==> src/sv/ctvd_pkg.sv <==
// Types and constants shared by the chirp-then-voice detector.
`timescale 1ns / 1ps

package ctvd_pkg;

    localparam int SAMPLE_W = 16;
    localparam int ENERGY_W = 19;
    localparam int QUIET_W  = 8;
    localparam int STRIDE_W = 12;
    localparam int FRAME_W  = 16;
    localparam int CODE_W   = 3;
    localparam int CFG_IDX_W = 2;
    localparam int CFG_DATA_W = ENERGY_W;

    localparam logic [ENERGY_W-1:0] ENERGY_MAX = '1;
    localparam logic [QUIET_W-1:0]  QUIET_MAX  = '1;
    localparam logic [FRAME_W-1:0]  FRAME_MAX  = '1;

    localparam logic [ENERGY_W-1:0] THRESHOLD_RESET = 19'd2000;
    localparam logic [QUIET_W-1:0]  QUIET_LIMIT_RESET = 8'd5;
    localparam logic [STRIDE_W-1:0] STRIDE_RESET = 12'd220;

    typedef enum logic [CFG_IDX_W-1:0] {
        CFG_ENERGY_THRESHOLD  = 2'd0,
        CFG_QUIET_FRAME_LIMIT = 2'd1,
        CFG_PROBE_STRIDE      = 2'd2
    } cfg_index_t;

    typedef enum logic [CODE_W-1:0] {
        PH_WAIT_CHIRP_START = 3'd0,
        PH_WAIT_CHIRP_END   = 3'd1,
        PH_WAIT_VOICE_START = 3'd2,
        PH_WAIT_VOICE_END   = 3'd3,
        PH_DONE             = 3'd4
    } phase_t;

    typedef enum logic [CODE_W-1:0] {
        EV_NONE        = 3'd0,
        EV_CHIRP_START = 3'd1,
        EV_CHIRP_END   = 3'd2,
        EV_VOICE_START = 3'd3,
        EV_VOICE_END   = 3'd4
    } event_t;

endpackage

==> src/sv/ctvd_if.sv <==
// Valid/ready channel interfaces for the sample input and the detection results.
`timescale 1ns / 1ps

interface ctvd_in_if;
    import ctvd_pkg::*;

    logic                       valid;
    logic                       ready;
    logic signed [SAMPLE_W-1:0] sample;
    logic                       frame_last;
    logic                       restart;

    modport source (output valid, output sample, output frame_last, output restart,
                    input ready);
    modport sink   (input valid, input sample, input frame_last, input restart,
                    output ready);
endinterface

interface ctvd_out_if;
    import ctvd_pkg::*;

    logic                valid;
    logic                ready;
    logic [CODE_W-1:0]   event_res;
    logic [CODE_W-1:0]   detector_state;
    logic [ENERGY_W-1:0] frame_energy;
    logic [FRAME_W-1:0]  frame_number;

    modport source (output valid, output event_res, output detector_state,
                    output frame_energy, output frame_number, input ready);
    modport sink   (input valid, input event_res, input detector_state,
                    input frame_energy, input frame_number, output ready);
endinterface

==> src/sv/chirp_then_voice_detector_top.sv <==
// Frame energy detector that finds a chirp followed by a voice segment.
//
//  channel   dir  handshake      payload
//  audio     in   valid/ready    sample, frame_last, restart
//  result    out  valid/ready    event_res, detector_state, frame_energy, frame_number
//  cfg       in   cfg_we         cfg_index, cfg_wdata
//
// One transaction per cycle: accumulation and the phase step for a sample are done in
// the accept cycle, and a frame result appears in the result register the cycle after.
// The single result register sets the rate; audio stays ready while it is empty or
// being drained, so a stall downstream only holds the input when a result is waiting.
// Reset clears phase, counters and the result valid; config registers return to their defaults.
`timescale 1ns / 1ps

module chirp_then_voice_detector_top #(
    parameter int PROBE_COUNT = 10
) (
    input  logic                          clk,
    input  logic                          rst_n,
    input  logic                          cfg_we,
    input  logic [ctvd_pkg::CFG_IDX_W-1:0]  cfg_index,
    input  logic [ctvd_pkg::CFG_DATA_W-1:0] cfg_wdata,
    ctvd_in_if.sink                       audio,
    ctvd_out_if.source                    result
);
    import ctvd_pkg::*;

    localparam int PROBE_W = $clog2(PROBE_COUNT + 1);

    logic [ENERGY_W-1:0] threshold_reg;
    logic [QUIET_W-1:0]  quiet_limit_reg;
    logic [STRIDE_W-1:0] stride_reg;

    phase_t              phase_reg, phase_next;
    logic [QUIET_W-1:0]  quiet_reg, quiet_next;
    logic [ENERGY_W-1:0] energy_reg, energy_next;
    logic [STRIDE_W-1:0] pos_reg, pos_next;
    logic [PROBE_W-1:0]  probes_reg, probes_next;
    logic [FRAME_W-1:0]  frame_reg, frame_next;

    logic                out_valid_reg, out_valid_next;
    event_t              event_reg, event_next;
    phase_t              state_out_reg;
    logic [ENERGY_W-1:0] energy_out_reg;
    logic [FRAME_W-1:0]  frame_out_reg;

    logic                accept;
    logic                res_load;
    logic [STRIDE_W-1:0] stride_eff;
    logic [SAMPLE_W:0]   magnitude;
    logic [ENERGY_W:0]   sum_wide;
    logic [ENERGY_W-1:0] energy_acc;
    logic [STRIDE_W:0]   pos_inc;
    logic [QUIET_W-1:0]  quiet_inc;
    logic                take_probe;

    assign audio.ready = !out_valid_reg || result.ready;
    assign accept      = audio.valid && audio.ready;

    // Configuration registers
    always_ff @(posedge clk or negedge rst_n)
    begin
        if (!rst_n)
        begin
            threshold_reg   <= THRESHOLD_RESET;
            quiet_limit_reg <= QUIET_LIMIT_RESET;
            stride_reg      <= STRIDE_RESET;
        end
        else if (cfg_we)
        begin
            unique case (cfg_index)
                CFG_ENERGY_THRESHOLD:  threshold_reg   <= cfg_wdata;
                CFG_QUIET_FRAME_LIMIT: quiet_limit_reg <= cfg_wdata[QUIET_W-1:0];
                CFG_PROBE_STRIDE:      stride_reg      <= cfg_wdata[STRIDE_W-1:0];
                default: ;
            endcase
        end
    end

    // Per-sample datapath: magnitude, saturating accumulate, probe position
    always_comb
    begin
        stride_eff = (stride_reg == '0) ? STRIDE_W'(1) : stride_reg;
        magnitude  = audio.sample[SAMPLE_W-1]
                   ? (SAMPLE_W+1)'(-{audio.sample[SAMPLE_W-1], audio.sample})
                   : (SAMPLE_W+1)'(audio.sample);
        take_probe = (pos_reg == '0) && (probes_reg < PROBE_W'(PROBE_COUNT));
        sum_wide   = {1'b0, energy_reg} + (ENERGY_W+1)'(magnitude);
        if (!take_probe)
            energy_acc = energy_reg;
        else if (sum_wide[ENERGY_W])
            energy_acc = ENERGY_MAX;
        else
            energy_acc = sum_wide[ENERGY_W-1:0];
        pos_inc   = {1'b0, pos_reg} + (STRIDE_W+1)'(1);
        quiet_inc = (quiet_reg != QUIET_MAX) ? quiet_reg + QUIET_W'(1) : quiet_reg;
    end

    // Phase machine stepped at a frame end; restart clears it, and frame bookkeeping runs per sample
    always_comb
    begin
        phase_next  = phase_reg;
        quiet_next  = quiet_reg;
        energy_next = energy_reg;
        pos_next    = pos_reg;
        probes_next = probes_reg;
        frame_next  = frame_reg;
        event_next  = EV_NONE;
        res_load    = 1'b0;

        if (accept)
        begin
            if (audio.restart)
            begin
                phase_next  = PH_WAIT_CHIRP_START;
                quiet_next  = '0;
                energy_next = '0;
                pos_next    = '0;
                probes_next = '0;
                frame_next  = '0;
            end
            else
            begin
                energy_next = energy_acc;
                probes_next = take_probe ? probes_reg + PROBE_W'(1) : probes_reg;
                pos_next    = (pos_inc >= {1'b0, stride_eff}) ? '0 : pos_inc[STRIDE_W-1:0];

                if (audio.frame_last)
                begin
                    res_load = 1'b1;
                    unique case (phase_reg)
                        PH_WAIT_CHIRP_START:
                            if (energy_acc > threshold_reg)
                            begin
                                phase_next = PH_WAIT_CHIRP_END;
                                event_next = EV_CHIRP_START;
                            end
                        PH_WAIT_CHIRP_END:
                            if (energy_acc < threshold_reg)
                            begin
                                phase_next = PH_WAIT_VOICE_START;
                                event_next = EV_CHIRP_END;
                            end
                        PH_WAIT_VOICE_START:
                            if (energy_acc > threshold_reg)
                            begin
                                phase_next = PH_WAIT_VOICE_END;
                                event_next = EV_VOICE_START;
                            end
                        PH_WAIT_VOICE_END:
                            if (energy_acc < threshold_reg)
                            begin
                                // end voice only once the quiet run exceeds the limit
                                if (quiet_inc > quiet_limit_reg)
                                begin
                                    phase_next = PH_DONE;
                                    event_next = EV_VOICE_END;
                                    quiet_next = '0;
                                end
                                else
                                    quiet_next = quiet_inc;
                            end
                            else
                                quiet_next = '0;
                        default: ;
                    endcase
                    frame_next  = (frame_reg != FRAME_MAX) ? frame_reg + FRAME_W'(1)
                                                           : frame_reg;
                    energy_next = '0;
                    pos_next    = '0;
                    probes_next = '0;
                end
            end
        end

        if (res_load)
            out_valid_next = 1'b1;
        else if (result.ready)
            out_valid_next = 1'b0;
        else
            out_valid_next = out_valid_reg;
    end

    always_ff @(posedge clk or negedge rst_n)
    begin
        if (!rst_n)
        begin
            phase_reg     <= PH_WAIT_CHIRP_START;
            quiet_reg     <= '0;
            energy_reg    <= '0;
            pos_reg       <= '0;
            probes_reg    <= '0;
            frame_reg     <= '0;
            out_valid_reg <= 1'b0;
        end
        else
        begin
            phase_reg     <= phase_next;
            quiet_reg     <= quiet_next;
            energy_reg    <= energy_next;
            pos_reg       <= pos_next;
            probes_reg    <= probes_next;
            frame_reg     <= frame_next;
            out_valid_reg <= out_valid_next;
        end
    end

    // Result payload: hold until the next frame end
    always_ff @(posedge clk)
    begin
        if (res_load)
        begin
            event_reg      <= event_next;
            state_out_reg  <= phase_next;
            energy_out_reg <= energy_acc;
            frame_out_reg  <= frame_reg;
        end
    end

    assign result.valid          = out_valid_reg;
    assign result.event_res      = event_reg;
    assign result.detector_state = state_out_reg;
    assign result.frame_energy   = energy_out_reg;
    assign result.frame_number   = frame_out_reg;

endmodule
==> src/flat_wrapper.sv <==
// flat-port wrapper written by rule: the top's interface ports become plain ports
module chirp_then_voice_detector_top_flat import ctvd_pkg::*;
#(
    parameter int PROBE_COUNT = 10
)
  (clk, rst_n, cfg_we, cfg_index, cfg_wdata, audio_valid, audio_sample, audio_frame_last, audio_restart, audio_ready, result_valid, result_event_res, result_detector_state, result_frame_energy, result_frame_number, result_ready);
  ctvd_in_if audio_i ();
  ctvd_out_if result_i ();
  input  logic clk;
  input  logic rst_n;
  input  logic cfg_we;
  input  logic [ctvd_pkg::CFG_IDX_W-1:0] cfg_index;
  input  logic [ctvd_pkg::CFG_DATA_W-1:0] cfg_wdata;
  input wire logic [$bits(audio_i.valid)-1:0] audio_valid;
  input wire logic [$bits(audio_i.sample)-1:0] audio_sample;
  input wire logic [$bits(audio_i.frame_last)-1:0] audio_frame_last;
  input wire logic [$bits(audio_i.restart)-1:0] audio_restart;
  output wire logic [$bits(audio_i.ready)-1:0] audio_ready;
  output wire logic [$bits(result_i.valid)-1:0] result_valid;
  output wire logic [$bits(result_i.event_res)-1:0] result_event_res;
  output wire logic [$bits(result_i.detector_state)-1:0] result_detector_state;
  output wire logic [$bits(result_i.frame_energy)-1:0] result_frame_energy;
  output wire logic [$bits(result_i.frame_number)-1:0] result_frame_number;
  input wire logic [$bits(result_i.ready)-1:0] result_ready;
  assign audio_i.valid = audio_valid;
  assign audio_i.sample = audio_sample;
  assign audio_i.frame_last = audio_frame_last;
  assign audio_i.restart = audio_restart;
  assign audio_ready = audio_i.ready;
  assign result_valid = result_i.valid;
  assign result_event_res = result_i.event_res;
  assign result_detector_state = result_i.detector_state;
  assign result_frame_energy = result_i.frame_energy;
  assign result_frame_number = result_i.frame_number;
  assign result_i.ready = result_ready;
  chirp_then_voice_detector_top #(.PROBE_COUNT(PROBE_COUNT)) u_core (.clk(clk), .rst_n(rst_n), .cfg_we(cfg_we), .cfg_index(cfg_index), .cfg_wdata(cfg_wdata), .audio(audio_i), .result(result_i));
endmodule
==> config.mk <==
export PLATFORM = sky130hd
export DESIGN_NAME = chirp_then_voice_detector_top_flat
export DESIGN_NICKNAME = d
export VERILOG_FILES = /design/src/sv/ctvd_pkg.sv /design/src/sv/ctvd_if.sv /design/src/sv/chirp_then_voice_detector_top.sv /design/src/flat_wrapper.sv
export SDC_FILE = /design/constraint.sdc
export NUM_CORES = 1
export LEC_CHECK = 0
export ABC_AREA = 1
export BUFFER_PORTS_ARGS = -buffer_cell sky130_fd_sc_hd__buf_2
export CELL_PAD_IN_SITES_DETAIL_PLACEMENT = 0
export CELL_PAD_IN_SITES_GLOBAL_PLACEMENT = 1
export CORE_MARGIN = 1
export CORE_UTILIZATION = 41
export CTS_BUF_LIST = sky130_fd_sc_hd__clkbuf_2 sky130_fd_sc_hd__clkbuf_4 sky130_fd_sc_hd__clkbuf_8
export DETAILED_ROUTE_END_ITERATION = 16
export GPL_TIMING_DRIVEN = 0
export HOLD_SLACK_MARGIN = 0.02
export PLACE_DENSITY = 0.88
export SLEW_MARGIN = 40
export SYNTH_ARGS = -nofsm -noshare
export SYNTH_HDL_FRONTEND = slang
export SYNTH_SLANG_ARGS = --single-unit
==> constraint.sdc <==
create_clock -name clk -period 3.3 [get_ports clk]
set_clock_uncertainty 0.05 [all_clocks]
set_input_delay 0.66 -clock clk [delete_from_list [all_inputs] [get_ports clk]]
set_output_delay 0.66 -clock clk [all_outputs]
set_load 0.005 [all_outputs]
After elaboration in Yosys (flattened, before gate mapping)
Cells that the tools add are included.
- register bits: 143
- input bits: 44
- output and inout bits: 43
- $add $sub $neg: 6
- order comparisons: 5
- equality and inequality tests: 7
- mux-type cells: 41
- bitwise logic cells: 2
- reduce and logical (&&, ||, !) cells: 20
- operator list (cell ; number):
    $mux W19 ; 4
    $mux W12 ; 4
    $mux W16 ; 3
    $mux W8 ; 6
    $mux W3 ; 10
    $logic_not A12 Y1 ; 2
    $pmux W3 S4 ; 2
    $add A19 B17 Y20 ; 1
    $gt A19 B19 Y1 ; 1
    $lt A19 B19 Y1 ; 1
    $mux W17 ; 1
    $neg A17 Y17 ; 1
    $add A16 B1 Y16 const B ; 1
    $ne A16 B16 Y1 const B ; 1
    $add A12 B1 Y13 const B ; 1
    $ge A13 B12 Y1 ; 1
    $mux W4 ; 3
    $add A8 B1 Y8 const B ; 1
    $gt A8 B8 Y1 ; 1
    $ne A8 B8 Y1 const B ; 1
    $reduce_and A2 Y1 ; 4
    $reduce_bool A2 Y1 ; 4
    $eq A3 B2 Y1 const B ; 2
    $mux W1 ; 6
    15 further kinds ; 19

Longest topological paths before layout
- word-level depth: 11
- gate-level depth with buffers: 37

Worst setup path before layout
Ideal clock, no wire load.
- path type: in2reg
- start point: input audio_sample[1]
- end point: register u_core.state_out_reg[0], in the netlist u_core.result.detector_state[0], data pin
- setup time: 0.261 ns
- arrival time: 4.351 ns
- data required time: 2.989 ns
- slack: -1.362 ns
- stages on the path: 31
- buffers on the path: 1
- cell sequence: inv_1 ha_1 inv_1 nor3_1 nand3_1 nor3_1 nand4_1 o21ai_1 xor2_1 ha_1 nand2_1 nand2_1 o21bai_1 a21oi_1 nand3_2 nor2_4 buf_6 nand2_2 nand2_1 inv_1 ha_1 nand2_1 inv_1 nor3_1 inv_1 nand2_1 nand3_1 nand3_1 nand2_1 o21bai_1 nand2_1
- word-level cells in the longest chain between the ends: 11
- elaborated cells on any way between the ends: 15
- classes of those cells: add/sub (2); order compare (2); mux (11)
- ends and longest elaborated chain (what ; line ; source):
    start: declaration ; flat_wrapper.sv:15 ; input wire logic [$bits(audio_i.sample)-1:0] audio_sample;
    $neg A17 Y17 ; chirp_then_voice_detector_top.sv:85 ; ? (SAMPLE_W+1)'(-{audio.sample[SAMPLE_W-1], audio.sample})
    $mux W17 (*) ; chirp_then_voice_detector_top.sv:85 ;
    $add A19 B17 Y20 (*) ; chirp_then_voice_detector_top.sv:88 ; sum_wide = {1'b0, energy_reg} + (ENERGY_W+1)'(magnitude);
    $mux W19 (*) ; chirp_then_voice_detector_top.sv:91 ; else if (sum_wide[ENERGY_W])
    $mux W19 (*) ; chirp_then_voice_detector_top.sv:89 ; if (!take_probe)
    named net u_core.energy_acc[2] ; chirp_then_voice_detector_top.sv:52 ; logic [ENERGY_W-1:0] energy_acc;
    $lt A19 B19 Y1 or $gt A19 B19 Y1 (tied branches) ; -- ;
    $mux W3, on equally long branches ; -- ;
    $pmux W3 S4 (*) ; chirp_then_voice_detector_top.sv:131 ; unique case (phase_reg)
    $mux W3 (*) ; chirp_then_voice_detector_top.sv:128 ; if (audio.frame_last)
    $mux W3 (*) ; chirp_then_voice_detector_top.sv:113 ; if (audio.restart)
    $mux W3 (*) ; chirp_then_voice_detector_top.sv:111 ; if (accept)
    named net u_core.phase_next[0] ; chirp_then_voice_detector_top.sv:34 ; phase_t phase_reg, phase_next;
    end signal: assignment ; chirp_then_voice_detector_top.sv:214 ; state_out_reg <= phase_next;
    end: declaration ; chirp_then_voice_detector_top.sv:43 ; phase_t state_out_reg;
The timed path passes the listed nets; every way through them passes the cells marked *.
A chain may end at the register's enable or synchronous reset.

Final worst setup path
- start point: input audio_sample[0]
- end point: register u_core.energy_out_reg[2], in the netlist u_core.result.frame_energy[2], data pin
- word-level cells in the longest chain between the ends: 5
- ends and longest elaborated chain (what ; line ; source):
    $neg A17 Y17 ; chirp_then_voice_detector_top.sv:85 ;
    $mux W17 (*) ; chirp_then_voice_detector_top.sv:85 ;
    $add A19 B17 Y20 (*) ; chirp_then_voice_detector_top.sv:88 ;
    $mux W19 (*) ; chirp_then_voice_detector_top.sv:91 ;
    $mux W19 (*) ; chirp_then_voice_detector_top.sv:89 ;
    named net u_core.energy_acc[2] ; chirp_then_voice_detector_top.sv:52 ;
    end signal: assignment ; chirp_then_voice_detector_top.sv:215 ; energy_out_reg <= energy_acc;
    end: declaration ; chirp_then_voice_detector_top.sv:44 ; logic [ENERGY_W-1:0] energy_out_reg;
Marks and branches as above.

==> flow_summary.rst <==
.. list-table::
   :header-rows: 1

   * - Metric
     - Value
   * - Post-route minimum period
     - 4.62 ns
   * - End-of-flow core utilization
     - 0.522
   * - Final design instance area without fill
     - 11100 sq um
   * - Clock tree root driver cell
     - clkbuf_8
   * - Cell area after synthesis
     - roughly 9000 sq um
   * - Area after DPL
     - 9870 sq um
   * - Number of iterations in the first detailed-routing pass
     - 5
   * - Setup WS post-layout
     - -1.32 ns
   * - Peak per-stage delay on the critical path
     - approximately 0.34 ns
   * - Startpoint of the lowest-slack register-to-register path
     - u_core.energy_reg[0]
   * - Worst IR drop on VDD
     - about 0.35 mV
   * - Max-cap check violation count
     - 0
   * - Number of enable-type register cells in the synthesized netlist
     - 41
   * - Placement Setup Slack
     - -2.18 ns
   * - Total routed wirelength
     - around 23 mm
   * - Starting DRC count in detailed routing
     - 460
   * - Wire length of the first global-routing pass
     - 36.4 mm
   * - Placed wire-length estimate after detailed placement
     - about 17 mm
   * - Met2 usage in global routing
     - 0.335
   * - Met3 Track Usage GR
     - 0.0357
   * - Number of synthesized register bits
     - around 140
   * - Final hold vios
     - 0
   * - Number of max-slew violations in the final report
     - 0
   * - Portion of the clock cycle consumed by the worst path in the final layout
     - 1.40
   * - Layer carrying the most global-route usage
     - met2
   * - Number of port buffers
     - 85
   * - CP Capture Type
     - flop
   * - Unrepaired setup endpoints after global routing
     - yes
   * - Height of the chip
     - 150 microns
   * - Proportion of synthesized chip area in sequential cells
     - 0.423
   * - Number of H-tree branching levels
     - 4
   * - Slowest stage cell on the critical path
     - ha_2
   * - Post-layout total power
     - 0.00558 W
   * - Antenna violations before repair
     - 0
   * - Post-Synthesis Net Count
     - 1262
   * - Antenna fix cells
     - 0
   * - Most instantiated flip-flop cell in the synthesis netlist
     - dfrtp_1
   * - Core Footprint
     - approximately 21000 sq um
   * - Layout cells sized above 1
     - 0.241
   * - Clock tree from TritonCTS
     - yes
   * - Clock buffer count from CTS
     - 17
   * - LEAKAGE
     - between 5 and 6 nW
   * - Num rows
     - 53
   * - Post-Place Cells
     - ~1.5k
   * - Result of the run
     - finished with violations
   * - Maximum fanout encountered on the critical timing path
     - 5
   * - Per-instance average area after synthesis
     - 7.78 sq um
   * - Max_slew headroom
     - 0.579
   * - Class of the tightest hold or removal check
     - in2async
   * - Per-cell via count in the routed design
     - 4.97
   * - Global-route track usage on met1
     - 0.289
   * - Post-DR wirelength/cell
     - around 14 microns
   * - Clk_lat worst skew
     - 0.46 ns
   * - Sort of element at the start of the critical path
     - input pin
   * - Synth Warn #
     - 0
   * - Number of cells produced by synthesis
     - about 1.2k
   * - RePlAce Congestion
     - slightly below 0.9
   * - Highest achievable clock rate
     - 0.216 GHz
   * - Vias in the first global route
     - about 7.3k
   * - Violations in the final reports
     - negative setup slack
   * - Number of remaining DRC errors
     - 0
   * - Slew at the pin closest to its max-slew limit
     - about 0.63 ns
   * - Total power density per cell area
     - 503 nW/um^2
   * - Clock buffer depth
     - 2
   * - Top cell type's share of synthesized area
     - 0.248
   * - Timing startpoint of the critical path
     - audio_sample[0]
   * - TritonCTS sink count
     - 143
   * - Crit path required time
     - 3.47 ns
   * - Syn-to-layout area delta
     - 23.6%
   * - DIE WIDTH
     - 150 microns
   * - Via count
     - 7870
   * - Remaining Overflow, GRT
     - 0
   * - Most repeated library cell on the critical path
     - buf_6
   * - Maximum number of pins on one net before global-route repair
     - 54
   * - Number of nets in the finished design
     - 1403
   * - Arr. time, crit path
     - 4.79 ns
   * - Top area cells in the synthesized netlist
     - dfrtp_1, edfxtp_1, nand2_1
   * - Clock transition at the registers of the reported paths
     - 0.08 ns
   * - I/O pins
     - 87
   * - Library cell with the largest summed area after synthesis
     - dfrtp_1
   * - Area of the die
     - roughly 23000 sq um
   * - Total Routing Usage GR
     - 0.210
   * - Final instance count without filler cells
     - 1584
   * - Type of the worst setup path
     - in2reg
   * - Synth unique cells
     - 49
   * - Final setup violation count
     - 31
   * - Post-synthesis async set-or-reset flop share
     - 0.713
   * - Initial standard-cell utilization of the core
     - 0.422
   * - Fill cell total of the finished layout
     - 1988
   * - Post-detailed-route count of antenna-violating nets
     - 0
cell usage after synthesis (16+ instances only):
cell        n
o21ai_1    19
inv_1     164
nand4_1    16
edfxtp_1   41
nand2_1   319
ha_1       62
dfrtp_1    89
o21ai_0    54
nor2_1     91
a21oi_1    52
nand3_1    74
xor2_1     28
worst max-delay path: cells and delay by family:
kind / cells / cell delay, ns
buf+inv: 18 / 1.72
compound gates: 3 / 0.49
simple gates: 10 / 1.23
fa+ha+maj: 2 / 0.46
xor+xnor: 1 / 0.21
cells in the final DEF (no fill, tap or decap), types with 5 or more instances in the layout:
cell,count
nand2_1,294
inv_1,150
dfrtp_1,89
buf_2,86
nor2_1,84
nand3_1,67
o21ai_0,50
ha_1,48
a21oi_1,43
edfxtp_1,41
xor2_1,28
nand2_2,26
o21ai_1,20
buf_6,20
inv_2,17
clkbuf_8,17
nand4_1,16
buf_4,16
or2_2,14
clkbuf_1,13
dfstp_2,13
ha_4,12
xnor2_1,11
nand3_2,10
nand2_4,9
a21oi_2,7
nor2_4,7
nor2_2,7
nand3b_1,6
nor3_2,5
buf_8,5
o31ai_1,5
clkinvlp_4,5
worst paths after layout:
kind / end / slack [ns] / depth (start not counted)
max: u_core.result.frame_energy[2] / -1.32 / 34
min: u_core.pos_reg[6] / 0.04 / 1
max reg2reg: u_core.result.detector_state[0] / -0.49 / 24
min reg2reg: u_core.threshold_reg[1] / 0.44 / 2
max in group asynchronous: u_core.threshold_reg[7] / 2.50 / 2
min in group clk: u_core.threshold_reg[17] / 0.40 / 3
stage by stage:
step,TNS (ns),hold WS (ns)
2_1_floorplan,-17.67,0.314
3_3_place_gp,-57.88,0.418
3_5_place_dp,-60.08,0.424
4_1_cts,-21.06,0.0441
5_1_grt,-28.50,0.0528
6_report,-21.98,0.0421
routing by layer:
metal	share of wire	up-vias
met5	0	-
met4	0.019	0
met3	0.033	29
met2	0.46	150
met1	0.48	3682
li1	-	4009
cell families (layout without fill, tap and decap cells):
family,after synthesis,after routing,share of synthesized area
fa+ha+maj,63,63,0.0885
other cells,1,1,0.000417
xor+xnor,39,39,0.0380
flops,143,143,0.423
simple gates,556,556,0.269
buf+inv,199,353,0.0877
compound gates,154,154,0.0939
power breakdown:
group | leakage [nW] | internal (W) | switching (W)
Combinational | 3.62 | 0.000883 | 0.00117
Clock | 0.185 | 0.000689 | 0.000705
Sequential | 1.70 | 0.00202 | 0.000112
Total | 5.51 | 0.00359 | 0.00199
cell type report:
class,count,area (sq um),area share
clock buffer,19,249,0.0224
buffer,23,130,0.0117
clock inverter,13,140,0.0126
inverter,176,701,0.0631
timing repair buffer,122,846,0.0761
sequential,143,3800,0.342
tap,275,344,0.0310
multi-input combinational,813,4900,0.441
repair_timing:
item / 4_1_cts / 5_1_grt
setup buffers: 18 / 18
resized for setup: 78 / 62
hold buffers: 0 / 0
cloned: 1 / 0
pin swaps: 48 / 35
endpoints found under the setup margin: 55 / 55
No activity file was read; power rests on OpenSTA's default activity.
